<file path="src/rtl/ufm_pkg.sv">
// ----------------------------------------------------------------------------
// ufm_pkg
// Shared constants and types for the UDP flood monitor flow table.
// ----------------------------------------------------------------------------
package ufm_pkg;
	localparam int FLOW_ENTRIES = 128;
	localparam int SLOT_W = $clog2(FLOW_ENTRIES);
	localparam logic [15:0] IPV4_KIND = 16'h0800;
	localparam logic [19:0] US_PER_SEC = 20'd1000000;
	localparam logic [1:0] REG_PROTO = 2'd0;
	localparam logic [1:0] REG_THRESH = 2'd1;
	localparam logic [1:0] REG_INTERVAL = 2'd2;
	localparam logic [1:0] REG_LEARN = 2'd3;

	typedef struct packed {
		logic        valid;
		logic        found;
		logic [SLOT_W-1:0] slot;
		logic [31:0] count;
	} match_t;

	typedef struct packed {
		logic        wr;
		logic        hit;
		logic [SLOT_W-1:0] slot;
		logic [31:0] addr;
		logic [15:0] port;
	} update_t;
endpackage

</file>
<file path="src/rtl/ufm_cell.sv">
// ----------------------------------------------------------------------------
// ufm_cell
// One flow table entry; merges its compare result into the match chain.
// ----------------------------------------------------------------------------
module ufm_cell (
	input  logic clk,
	input  logic arst_n,
	input  logic [ufm_pkg::SLOT_W-1:0] my_slot,
	input  logic [31:0] key_addr,
	input  logic [15:0] key_port,
	input  ufm_pkg::match_t match_in,
	output ufm_pkg::match_t match_out,
	input  ufm_pkg::update_t upd
);
	import ufm_pkg::*;
	logic        valid_q;
	logic [31:0] addr_q;
	logic [15:0] port_q;
	logic [31:0] count_q;
	logic        mine;

	assign mine = valid_q && addr_q == key_addr && port_q == key_port;

	always_comb begin
		match_out = match_in;
		if (!match_in.found && mine) begin
			match_out.found = 1'b1;
			match_out.slot = my_slot;
			match_out.count = count_q;
		end
	end

	always_ff @(posedge clk or negedge arst_n) begin
		if (!arst_n) begin
			valid_q <= 1'b0;
		end else if (upd.wr && upd.slot == my_slot) begin
			valid_q <= 1'b1;
		end
	end

	always_ff @(posedge clk) begin
		if (upd.wr && upd.slot == my_slot) begin
			if (upd.hit) begin
				if (count_q != 32'hFFFF_FFFF) count_q <= count_q + 32'd1;
			end else begin
				addr_q <= upd.addr;
				port_q <= upd.port;
				count_q <= 32'd1;
			end
		end
	end
endmodule

</file>
<file path="config.mk">
export PLATFORM = sky130hd
export DESIGN_NAME = ufm_cell
export DESIGN_NICKNAME = d
export VERILOG_FILES = /design/src/rtl/ufm_pkg.sv /design/src/rtl/ufm_cell.sv
export SDC_FILE = /design/constraint.sdc
export NUM_CORES = 1
export LEC_CHECK = 0
export BUFFER_PORTS_ARGS = -buffer_cell sky130_fd_sc_hd__buf_2
export CAP_MARGIN = 5
export CORE_AREA = 2 2 108 110
export DETAILED_ROUTE_END_ITERATION = 6
export DIE_AREA = 0 0 110 112
export GPL_ROUTABILITY_DRIVEN = 0
export PLACE_DENSITY = 0.77
export SETUP_SLACK_MARGIN = 0.2
export SLEW_MARGIN = 10
export SYNTH_ARGS = -nofsm -noshare
export SYNTH_HDL_FRONTEND = slang
export SYNTH_SLANG_ARGS = --single-unit
</file>
<file path="constraint.sdc">
create_clock -name clk -period 6.5 [get_ports clk]
set_input_delay 1.3 -clock clk [delete_from_list [all_inputs] [get_ports clk]]
set_output_delay 1.3 -clock clk [all_outputs]
set_load 0.02 [all_outputs]
</file>
==> flow_summary.json <==
{
  "grt_pass1_wl_um": 15540,
  "max_freq_mhz": 194.7,
  "finalWirelength_um": 10150,
  "rsz0062_at_grt": "no",
  "crit_path_start": "key_addr[19]",
  "async_reset_ff_share_pct": 1.235,
  "yosysSeqAreaShare_pct": 55.72,
  "timing.slew.headroom_pct": 39.30,
  "powerDensity_nw_per_um2": 207.4,
  "syn_nets": 491,
  "grtUsageTotal_pct": 16.44,
  "syn_area_per_cell_um2": 13.01,
  "seq_area_um2": 2427,
  "finalWorstSetupSlack_ns": 1.363,
  "areaGrowthSynthToFinish_pct": 33.20,
  "fillers": 951,
  "post-cts-setup-buffers": 0,
  "yosysTopAreaCell": "edfxtp_1",
  "drc_errors": 0,
  "final_core_util_pct": 51.93,
  "synth_top_area_share_pct": 55.14,
  "synth-seq-cells": 81,
  "period_minus_slack_ns": 5.137,
  "fin_tns_setup_ns": 0,
  "drtIter0Drc": 64,
  "p_leak_nw": 2.267,
  "dp_slack_ns": 1.313,
  "htreeDepth": 3,
  "clk_path_buf_depth": 2,
  "multi_input_area_um2": 1889,
  "regToRegSetupSlack_ns": 3.66,
  "clock_latency_ns": 0.33,
  "finalClockSkew_ns": 0.006964,
  "fin_crit_sh_pct": 79.02,
  "finalHoldViolCount": 0,
  "drive_gt1_share_pct": 47.78,
  "wl_per_cell_um": 14.86,
  "slew_viol_final": 0,
  "synth_area_leaders": "edfxtp_1 (55%), xnor2_1 (12%), mux2_2 (7.5%)",
  "endpoint": "match_out[30]",
  "power_mw": 1.203,
  "hold_buffers": 0,
  "clk_pin_slew_worst_paths_ns": 0.06,
  "finalNetCount": 691,
  "placed_cell_area_um2": 5507,
  "core_um2": 11170,
  "rows": 39,
  "gr-total-overflow": 0,
  "hp-class": "register to register",
  "setup_viol": 0,
  "synth-main-ff-cell": "edfxtp_1",
  "cp-end-kind": "primary output",
  "crit_type": "input pin to primary output",
  "fp.dieArea_um2": 12320,
  "cts.repair.resized": 0,
  "start_util_pct": 38.99,
  "numCtsBuffers": 9,
  "worstRegToRegCells": 7,
  "clk_root_buffer_cell": "clkbuf_16",
  "critPathLaunchType": "input pin",
  "fp.dieW_um": 110,
  "ir_drop_uv": 156.2,
  "outcome": "completed",
  "io_pins": 196,
  "route.vias.total": 3386,
  "yosysWarnings": 0,
  "maxCapViolations": 0,
  "crit_arrival_ns": 3.84,
  "cts_tree": "yes",
  "first_global_vias": 3401,
  "worstReg2RegEnd": "count_q[0]$_SDFFCE_PN1P_",
  "fin_hold_ws_ns": 0.5284,
  "synth_edf_count": 80,
  "viasPerCell": 4.958,
  "worst-path-max-fanout": 19,
  "fin_area_um2": 5803,
  "die_h_um": 112,
  "worst-slew-pin-transition_ns": 0.9095,
  "instances_no_fill": 683,
  "drt_pass1_iterations": 6,
  "synthCells": 335,
  "min_from": "valid_q$_DFFE_PN0P_",
  "netlist_area_um2": 4357,
  "r2r_start": "count_q[0]$_SDFFCE_PN1P_",
  "cp.required_ns": 5.20,
  "antenna_found_initial": 0,
  "antenna_cells": 0,
  "grt_max_degree": 49,
  "cts_sinks": 81,
  "dpl.cell_count": 667,
  "dp_hpwl_um": 7917,
  "io_buffer_count": 193,
  "ant_nets": 0,
  "synth.distinct_cells": 36
}
## placed cells by master (no fill, tap or decap), types with 2 or more instances in the layout
cell	count
and3_1	9
and2_1	3
clkinvlp_4	2
mux2_4	10
nand2_1	13
xor2_1	14
xnor2_1	58
nand2b_1	3
clkinv_4	2
mux2_2	29
nand2_2	2
or3_1	5
nor3_1	2
nor2_1	20
nand3_1	15
and4_1	3
nor4_1	4
nor3_2	2
nor2b_1	3
nand4_1	18
inv_1	4
buf_4	4
edfxtp_1	80
buf_2	193
o21ai_0	5
a21oi_1	9
or4_1	4
clkbuf_16	9
o31ai_1	4
## synthesized netlist by cell type (4+ instances only)
cell,instances
nand3_1,15
mux2_2,29
nor4_1,4
o31ai_1,4
or3_1,5
inv_1,4
mux2_4,10
edfxtp_1,80
xnor2_1,58
and3_1,9
xor2_1,14
or4_1,4
nand2_1,13
o21ai_0,5
nand4_1,18
nor2_1,20
a21oi_1,9
## how the worst min path moves through the flow
stage | to | slack (ns) | cells after the start
after floorplan | valid_q$_DFFE_PN0P_ | 0.44 | 1
after global placement | valid_q$_DFFE_PN0P_ | 0.52 | 1
after detailed placement | valid_q$_DFFE_PN0P_ | 0.51 | 1
after CTS | valid_q$_DFFE_PN0P_ | 0.54 | 1
after global routing | valid_q$_DFFE_PN0P_ | 0.56 | 1
final | valid_q$_DFFE_PN0P_ | 0.53 | 1
## worst max-delay path, cell delays in order
cell and delay [ns]:
buf_2 0.11, nor2b_1 0.12, a2111o_1 0.41, nor4_2 0.34, nand4_1 0.61, buf_4 0.46, mux2_4 0.32, buf_2 0.16
## cell families after synthesis
logic type | Yosys count | share of synthesized area (%)
adder cells (fa/ha/maj) | 1 | 0.2871
multiplexers | 39 | 10.94
AO/OA/AOI/OAI | 22 | 3.130
AND/OR/NAND/NOR | 108 | 14.01
flip-flops | 81 | 55.71
XOR/XNOR | 72 | 14.47
buffers and inverters | 12 | 1.436
## per-layer routing
layer | share of wire, % | vias to the layer above | GRT usage, % | routed length, µm
met1 | 39 | 1567 | 18.77 | 3946
met5 | 0 | - | 0 | 0
met3 | 9.5 | 12 | 5.094 | 963
met4 | 1.6 | 0 | 6.160 | 167
met2 | 50 | 153 | 28.43 | 5069
li1 | - | 1654 | - | -
## cell type report
class	instances	area share [%]
clock inverters	7	1.229
repair buffers	197	17.16
flip-flops and latches	81	41.83
well taps	143	3.083
clock buffers	9	3.881
multi-input cells	242	32.56
inverters	4	0.2587
## where the power goes
part | internal (mW) | switching (mW)
Combinational | 0.0683 | 0.0569
Sequential | 0.576 | 0.00252
Clock | 0.297 | 0.203
## sequential cells by signal, indices dropped and copies added, names as in the netlist
name,count
addr_q,32
port_q,16
valid_q,1
count_q,32
Note: power is estimated with default switching activity, not from simulation.
