**src/rtl/ufm_divider.sv**
```systemverilog
// ----------------------------------------------------------------------------
// ufm_divider
// Radix-2 restoring divider, 52-bit dividend by 48-bit divisor.
// ----------------------------------------------------------------------------
module ufm_divider (
	input  logic clk,
	input  logic arst_n,
	input  logic start,
	input  logic [51:0] dividend,
	input  logic [47:0] divisor,
	output logic busy,
	output logic [51:0] quot,
	output logic rem_nz
);
	logic [5:0]  cnt_q;
	logic [51:0] q_q;
	logic [48:0] r_q;
	logic [47:0] d_q;
	logic [48:0] trial;

	assign trial = {r_q[47:0], q_q[51]};
	assign busy = cnt_q != 6'd0;
	assign quot = q_q;
	assign rem_nz = r_q != 49'd0;

	always_ff @(posedge clk or negedge arst_n) begin
		if (!arst_n) begin
			cnt_q <= 6'd0;
		end else if (start) begin
			cnt_q <= 6'd52;
		end else if (busy) begin
			cnt_q <= cnt_q - 6'd1;
		end
	end

	always_ff @(posedge clk) begin
		if (start) begin
			q_q <= dividend;
			r_q <= 49'd0;
			d_q <= divisor;
		end else if (busy) begin
			if (trial >= {1'b0, d_q}) begin
				r_q <= trial - {1'b0, d_q};
				q_q <= {q_q[50:0], 1'b1};
			end else begin
				r_q <= trial;
				q_q <= {q_q[50:0], 1'b0};
			end
		end
	end
endmodule

```
**config.mk**
```make
export PLATFORM = sky130hd
export DESIGN_NAME = ufm_divider
export DESIGN_NICKNAME = d
export VERILOG_FILES = /design/src/rtl/ufm_divider.sv
export SDC_FILE = /design/constraint.sdc
export NUM_CORES = 1
export LEC_CHECK = 0
export ABC_CLOCK_PERIOD_IN_PS = 3610
export BUFFER_PORTS_ARGS = -buffer_cell sky130_fd_sc_hd__buf_2
export CAP_MARGIN = 20
export CORE_UTILIZATION = 25
export DETAILED_ROUTE_END_ITERATION = 16
export PLACE_DENSITY = 0.49
export SYNTH_ARGS = -nofsm -noshare
export SYNTH_HDL_FRONTEND = slang
export SYNTH_SLANG_ARGS = --single-unit
```
**constraint.sdc**
```tcl
create_clock -name clk -period 3.61 [get_ports clk]
set_input_delay 0.1805 -clock clk [delete_from_list [all_inputs] [get_ports clk]]
set_output_delay 0.1805 -clock clk [all_outputs]
set_load 0.03 [all_outputs]
```
==> results of run 1 <==
## cells by family (layout without fill, tap and decap cells)
group                      Yosys count  count (layout)
xor gates and xnor gates            43              43
AOI/OAI and AO/OA                  223             223
and+or+nand+nor                    313             313
buffers and inverters              111             338
DFF                                155             155
muxes                               55              55
adders and majority gates           50              50
## final cells by class
class | instances | area, µm²
clock buffer | 20 | 446.7
clock inverter | 12 | 128.9
fill | 3726 | 23970
inverter | 63 | 236.5
multi-input combinational | 684 | 4693
sequential | 155 | 4134
tap | 461 | 576.8
timing repair buffer | 243 | 1640
## routing by layer
| layer | track usage [%] | vias to the layer above | part of all wire [%] |
|---|---|---|---|
| met4 | 4.563 | 0 | 1.7 |
| met1 | 19.38 | 3766 | 48 |
| met2 | 23.14 | 204 | 46 |
| li1 | - | 3913 | - |
| met5 | 0 | - | 0 |
| met3 | 3.347 | 34 | 4.9 |
## through the flow
step                power [µW]  setup TNS (ns)  area, µm²  setup slack, ns
global placement          5828               0      10660           0.1414
global route              8263      -0.0006239      11860       -0.0006239
floorplan                 4712               0       9176           0.2425
finish                    7751               0      11860           0.1524
CTS                       7756               0      11760          0.02260
detailed placement        5819         -0.1907      10660         -0.03032
## power groups by stage
stage | Sequential, µW | Clock (µW) | Combinational (µW)
3_5_place_dp | 2510 | 0 | 3310
3_3_place_gp | 2500 | 0 | 3320
4_1_cts | 2470 | 1900 | 3390
6_report | 2470 | 1830 | 3450
5_1_grt | 2520 | 1960 | 3790
2_1_floorplan | 2560 | 0 | 2150
## repair_timing
item / 4_1_cts / 5_1_grt
pin swaps: 2 / 7
endpoints found under the hold margin: 55 / 0
endpoints found under the setup margin: 44 / 50
gates resized for setup: 3 / 11
buffers inserted: 1 / 5
hold buffers: 50 / 0
cloned: 0 / 0
## synth_stat cells (2+ instances only)
cell,count,area share (%)
nand2_1,137,5.6
edfxtp_1,100,33
nor2_1,77,3.1
inv_1,61,2.5
mux2_2,52,6.4
a21oi_1,50,2.7
dfxtp_1,49,11
ha_1,49,6.7
a311oi_1,43,4.1
o21ai_0,36,2.0
clkbuf_1,35,1.4
xnor2_1,29,2.8
a21o_1,20,1.6
nand3_1,16,0.87
a31oi_1,14,0.95
nand4_1,14,0.95
xor2_1,14,1.3
a211oi_1,12,0.98
nor4_1,12,0.82
and3_1,11,0.75
nor3_1,11,0.60
buf_2,8,0.44
nand2b_1,8,0.55
o211ai_1,7,0.57
dfrtp_1,6,1.6
or2_2,6,0.41
nor2b_1,5,0.34
o21bai_1,5,0.41
buf_1,4,0.16
nor3b_1,4,0.33
o21a_1,4,0.33
o31ai_1,4,0.33
mux2i_1,3,0.33
or3_1,3,0.20
a2111oi_0,2,0.19
a211o_1,2,0.19
a31o_2,2,0.19
and2_1,2,0.14
o22ai_1,2,0.14
or4_1,2,0.16
## state kept, by name, summed over array words and instances (netlist names)
name and count:
quot 52, r_q 49, d_q 48, cnt_q 6
## worst paths after layout
check,endpoint,slack [ns],start
hold / removal,quot[5],0.03,dividend[5]
hold reg to reg,r_q[18],0.51,r_q[17]
max in group asynchronous,cnt_q[0],3.36,arst_n
min in group asynchronous,cnt_q[4],0.11,arst_n
setup reg to reg,r_q[48],0.15,r_q[3]
setup / recovery,r_q[48],0.15,r_q[3]
==> impl_metrics.sql, run 1 <==
INSERT INTO impl_metrics (metric_group, metric, value, unit) VALUES
('clocking', 'ctsRootBufferMaster', 'clkbuf_16', ''),
('route', 'post_detailed_route_drc_marker_count', '0', ''),
('route', 'detailedRoute.firstIterationViolations', '462', ''),
('timing', 'max-slew-margin-rel', '45.40', '%'),
('critical_path', 'worst_ep_required_time', '3.96', 'ns'),
('die', 'floorplan.io_pins', '157', ''),
('critical_path', 'path_max_fanout', '6', ''),
('yosys', 'synthesized_flop_and_latch_total', '155', ''),
('placed_design', 'place.port_buffers', '156', ''),
('layout', 'insertedDiodeCount', '0', ''),
('critical_path', 'worstPathBufferInverterCount', '0', ''),
('flow_run', 'max_cap_viol_count', '0', ''),
('timing', 'finalHoldViolations', '0', ''),
('die', 'initial_core_utilization', '25.61', '%'),
('placed_design', 'dp_hpwl', '19680', 'µm'),
('yosys', 'yosys.area_share.adder', '6.899', '%'),
('yosys', 'yosysWarningCount', '0', ''),
('yosys', 'synth_area_per_cell', '9.659', 'µm²'),
('timing', 'final_cycle_share', '95.78', '%'),
('placed_design', 'gp_congestion', '0.8507', ''),
('yosys', 'yosys.area_share.simple', '15.56', '%'),
('die', 'floorplan.rows', '69', ''),
('clocking', 'cts_max_path_buffers', '2', ''),
('yosys', 'yosys-mux-area-fraction', '6.708', '%'),
('die', 'floorplan.die.height', '193.6', 'µm'),
('timing', 'clock-skew-final', '0.01627', 'ns'),
('route', 'routed_wl', '27020', 'µm'),
('timing', 'setup_violations', '0', ''),
('clocking', 'clkSlewWorstSetupHoldPaths', '0.07', 'ns'),
('critical_path', 'end_kind', 'flip-flop', ''),
('die', 'die_w', '193.6', 'µm'),
('route', 'drt_pass1_iterations', '5', ''),
('pwr', 'peakVddDrop', '0.4290', 'mV'),
('critical_path', 'timing.critical_path.max_delay_family', 'compound AO/OA/AOI/OAI gates', ''),
('die', 'design.die.area', '37480', 'µm²'),
('run_status', 'run_status', 'finished clean', ''),
('yosys', 'synth_compound_gate_area_share', '16.99', '%'),
('timing', 'worst-slew-pin-transition', '0.8190', 'ns'),
('pwr', 'cellLeakagePower', '0.005024', 'µW'),
('yosys', 'synth-xor-area-share', '4.104', '%'),
('pwr', 'clockPowerShare', '23.6', '%'),
('clocking', 'cts_made_buffers', '17', ''),
('pwr', 'power.density_cell_area', '653.7', 'nW/µm²'),
('timing', 'fmax', '289.2', 'MHz'),
('layout', 'post-route-util', '33.09', '%'),
('route', 'vias', '7917', ''),
('clocking', 'clkLatencyLatePin', '0.45', 'ns'),
('worst_hold_path', 'worstHoldPathType', 'in -> reg', ''),
('yosys', 'synth_top_family_by_area', 'compound AO/OA/AOI/OAI gates', ''),
('critical_path', 'r2r_cells', '11', ''),
('yosys', 'synth-edff-count', '100', ''),
('global_routing', 'initial_antenna_violation_count', '0', ''),
('critical_path', 'critical_path_depth', '11', ''),
('route', 'antenna_violating_nets_post_route', '0', ''),
('global_routing', 'first_global_vias', '7802', ''),
('timing', 'tmin_final', '3.458', 'ns'),
('die', 'core', '35830', 'µm²'),
('critical_path', 'cp.arrival', '3.81', 'ns'),
('global_routing', 'overflow', '0', ''),
('critical_path', 'slowest_stage_cell_crit_path', 'or4_4', ''),
('pwr', 'power.net_switching', '3128', 'µW'),
('layout', 'mostFrequentLayoutCell', 'buf_2', ''),
('clocking', 'cts_tree', 'done', ''),
('yosys', 'synth-seq-area-share', '45.05', '%'),
('critical_path', 'path_cells', 'ha_2, a21oi_4, o22ai_4, o31a_1, o311ai_4, nor4b_4, o21bai_4, and3_4, or4_4, a211o_1, a311oi_1', ''),
('layout', 'post_layout_nonfiller_instances', '1638', ''),
('timing', 'slew_violations', '0', ''),
('layout', 'nets', '1317', ''),
('yosys', 'synth-main-ff-cell', 'edfxtp_1', ''),
('pwr', 'power_report.internal_total', '4622', 'µW'),
('yosys', 'mappedNetlistNets', '1103', '');
(Power assumes the default switching activity.)
==> run 2: changes to the inputs <==
Settings changed: CORE_ASPECT_RATIO set to 2.
==> run 2 against run 1 <==
  * Register-to-register slack improved by 0.02 ns
  * Critical path depth rose by 2
  * Utilization rose by 0.069 points
  * Maximum frequency rose by 0.66%
  * Power rose by 0.41%
  * First-iteration DRC count fell by 19%
  * Flip-flop and latch count did not move
  * Worst hold slack improved by 0.0047 ns
  * Worst setup slack improved by 0.023 ns
  * Sequential share of layout area fell by 0.17 points
  * Cell area rose by 0.48%
  * Combinational power barely moved
==> impl_metrics.sql, run 2 (synthesis results as in run 1) <==
INSERT INTO impl_metrics (metric_group, metric, value, unit) VALUES
('run_status', 'run_status', 'finished clean', ''),
('layout', 'insertedDiodeCount', '0', ''),
('worst_hold_path', 'worstHoldPathType', 'in -> reg', ''),
('pwr', 'p_seq_share', '31.8', '%'),
('critical_path', 'critical_path.max_stage_delay', '0.51', 'ns'),
('layout', 'nets', '1333', ''),
('route', 'avgRoutedWirePerCell', '17.44', 'µm'),
('timing', 'slew_violations', '0', ''),
('timing', 'clock-skew-final', '0.01870', 'ns'),
('pwr', 'power.net_switching', '3154', 'µW'),
('route', 'vias', '8042', ''),
('critical_path', 'slowest_stage_cell_crit_path', 'o41a_1', ''),
('die', 'die_w', '137.5', 'µm'),
('critical_path', 'timing.critical_path.from_type', 'flip-flop', ''),
('timing', 'max-slew-margin-rel', '51.38', '%'),
('timing', 'fmax', '291.1', 'MHz'),
('layout', 'mostFrequentLayoutCell', 'buf_2', ''),
('clocking', 'cts_max_path_buffers', '2', ''),
('timing', 'tmin_final', '3.435', 'ns'),
('clocking', 'clkSlewWorstSetupHoldPaths', '0.07', 'ns'),
('clocking', 'ctsRootBufferMaster', 'clkbuf_16', ''),
('clocking', 'clock_sinks', '155', ''),
('clocking', 'clkLatencyLatePin', '0.45', 'ns'),
('timing', 'finalHoldViolations', '0', ''),
('route', 'antenna_violating_nets_post_route', '0', ''),
('timing', 'rsz0062_at_grt', 'no', ''),
('critical_path', 'cp.arrival', '3.80', 'ns'),
('global_routing', 'use_met2', '31.38', '%'),
('die', 'floorplan.io_pins', '157', ''),
('timing', 'worst-slew-pin-transition', '0.7268', 'ns'),
('route', 'drt_pass1_iterations', '4', ''),
('die', 'floorplan.die.height', '272.9', 'µm'),
('placed_design', 'dpl.cell_count', '1548', ''),
('die', 'initial_core_utilization', '25.54', '%'),
('clocking', 'cts_made_buffers', '17', ''),
('layout', 'post_layout_nonfiller_instances', '1643', ''),
('pwr', 'power.density_cell_area', '653.2', 'nW/µm²'),
('pwr', 'peakVddDrop', '0.3242', 'mV'),
('layout', 'drive_gt1_share', '25.48', '%'),
('placed_design', 'place.port_buffers', '156', ''),
('pwr', 'clockPowerShare', '23.8', '%'),
('die', 'design.die.area', '37520', 'µm²'),
('layout', 'layout.cells.most_common_list', 'buf_2 (155), nand2_1 (136), edfxtp_1 (100)', ''),
('global_routing', 'grt_max_degree', '68', ''),
('timing', 'setup_violations', '0', ''),
('critical_path', 'worst-setup-path-type', 'reg -> reg', ''),
('global_routing', 'groute.usage.overall', '15.88', '%'),
('placed_design', 'place_worst_setup_slack', '0.1181', 'ns'),
('die', 'core', '35930', 'µm²'),
('pwr', 'power_switching_share', '40.53', '%'),
('clocking', 'cts_tree', 'done', ''),
('pwr', 'power_report.internal_total', '4628', 'µW'),
('global_routing', 'grt_pass1_wl', '44710', 'µm'),
('global_routing', 'initial_antenna_violation_count', '0', ''),
('route', 'viasPerCell', '4.895', ''),
('flow_run', 'max_cap_viol_count', '0', ''),
('global_routing', 'first_global_vias', '8334', ''),
('global_routing', 'grt-busiest-layer', 'met2', ''),
('layout', 'flow.area_growth_from_synthesis', '29.83', '%'),
('clocking', 'cts.htree.levels', '4', ''),
('pwr', 'power.combinational.fraction', '44.4', '%'),
('critical_path', 'path_cells', 'ha_1, o211ai_1, a21o_1, buf_4, a31oi_1, a31o_2, a211oi_1, o41a_1, o31ai_2, buf_4, mux2i_1, o2bb2a_1, a211oi_1', ''),
('placed_design', 'dp_hpwl', '21960', 'µm'),
('die', 'floorplan.rows', '98', ''),
('critical_path', 'worst_ep_required_time', '3.98', 'ns'),
('global_routing', 'overflow', '0', ''),
('route', 'routed_wl', '28660', 'µm'),
('global_routing', 'globalRouteMet1Util', '14.48', '%'),
('placed_design', 'placement.cell_area', '10680', 'µm²'),
('layout', 'largest_reg_flops', '52', ''),
('layout', 'filler_cell_count', '3705', ''),
('layout', 'layout.cell_area.non_filler', '11910', 'µm²'),
('critical_path', 'path_max_fanout', '5', ''),
('timing', 'worst_slack', '0.1750', 'ns'),
('critical_path', 'end_kind', 'flip-flop', ''),
('route', 'detailedRoute.firstIterationViolations', '373', ''),
('pwr', 'cellLeakagePower', '0.005085', 'µW'),
('placed_design', 'gp_congestion', '0.8805', ''),
('timing', 'setup_total_negative_slack', '0', 'ns'),
('global_routing', 'grtUsageMet3', '2.449', '%'),
('timing', 'final_cycle_share', '95.15', '%'),
('route', 'post_detailed_route_drc_marker_count', '0', '');
-- run 2: cell types whose count changed in the layout (fill, tap and decap cells not counted), sizes merged --
cell,before,now
bufinv,1,2
dlygate4sd3,50,62
clkinv,4,5
clkbuf,20,19
buf,193,197
inv,68,67
-- run 2: power groups by stage --
stage               clock, µW  combinational, µW  sequential, µW
global route             1980               3770            2520
detailed placement          0               3380            2510
global placement            0               3380            2510
floorplan                   0               2150            2560
CTS                      1920               3440            2480
finish                   1850               3450            2480
-- run 2: per-layer routing --
| metal | routed length, µm | vias to the layer above | share of wire (%) |
|---|---|---|---|
| li1 | - | 3945 | - |
| met2 | 16510 | 177 | 58 |
| met3 | 785 | 62 | 2.7 |
| met1 | 9929 | 3858 | 35 |
| met4 | 1434 | 0 | 5.0 |
| met5 | 0 | - | 0 |
-- run 2: worst max-delay path, delay by kind of cell (launching register included) --
| family | cells | cell delay [ns] |
|---|---|---|
| buffers and inverters | 2 | 0.33 |
| adders and majority gates | 1 | 0.37 |
| muxes | 1 | 0.07 |
| DFF | 1 | 0.36 |
| AOI/OAI and AO/OA | 9 | 2.23 |
-- run 2: worst paths after layout --
kind                                  start  endpoint  slack (ns)  depth (start not counted)
max in group asynchronous            arst_n  cnt_q[4]        3.35                          2
worst min register to register      r_q[48]   r_q[48]        0.51                          2
worst max register to register       r_q[1]   r_q[47]        0.17                         13
min in group asynchronous            arst_n  cnt_q[2]        0.10                          2
worst min-delay path            dividend[2]   quot[2]        0.03                          2
worst max-delay path                 r_q[1]   r_q[47]        0.17                         13
-- run 2: cell type report --
type                       instances  area, µm²  area share (%)
multi-input combinational        684       4637           38.92
timing repair buffer             259       1753           14.71
inverter                          63      236.5           1.985
tap                              450      563.0           4.726
sequential                       155       4134           34.70
clock buffer                      19      432.9           3.634
clock inverter                    13      157.7           1.323
-- run 2: timing repair --
| item | in CTS | in global routing |
|---|---|---|
| endpoints found under the hold margin | 67 | 0 |
| setup endpoints to repair | 0 | 46 |
| hold buffers | 62 | 0 |
| buffers inserted | 0 | 1 |
| resized for setup | 0 | 6 |
-- run 2: metrics by stage --
step | utilization (%) | total power (µW) | hold WS, ns
detailed placement | 29.71 | 5887 | 0.02043
global placement | 29.71 | 5894 | 0.02030
floorplan | - | 4712 | -0.1151
CTS | 33.08 | 7844 | 0.0003424
global route | 33.16 | 8262 | 0.008532
finish | 33.16 | 7782 | 0.03229
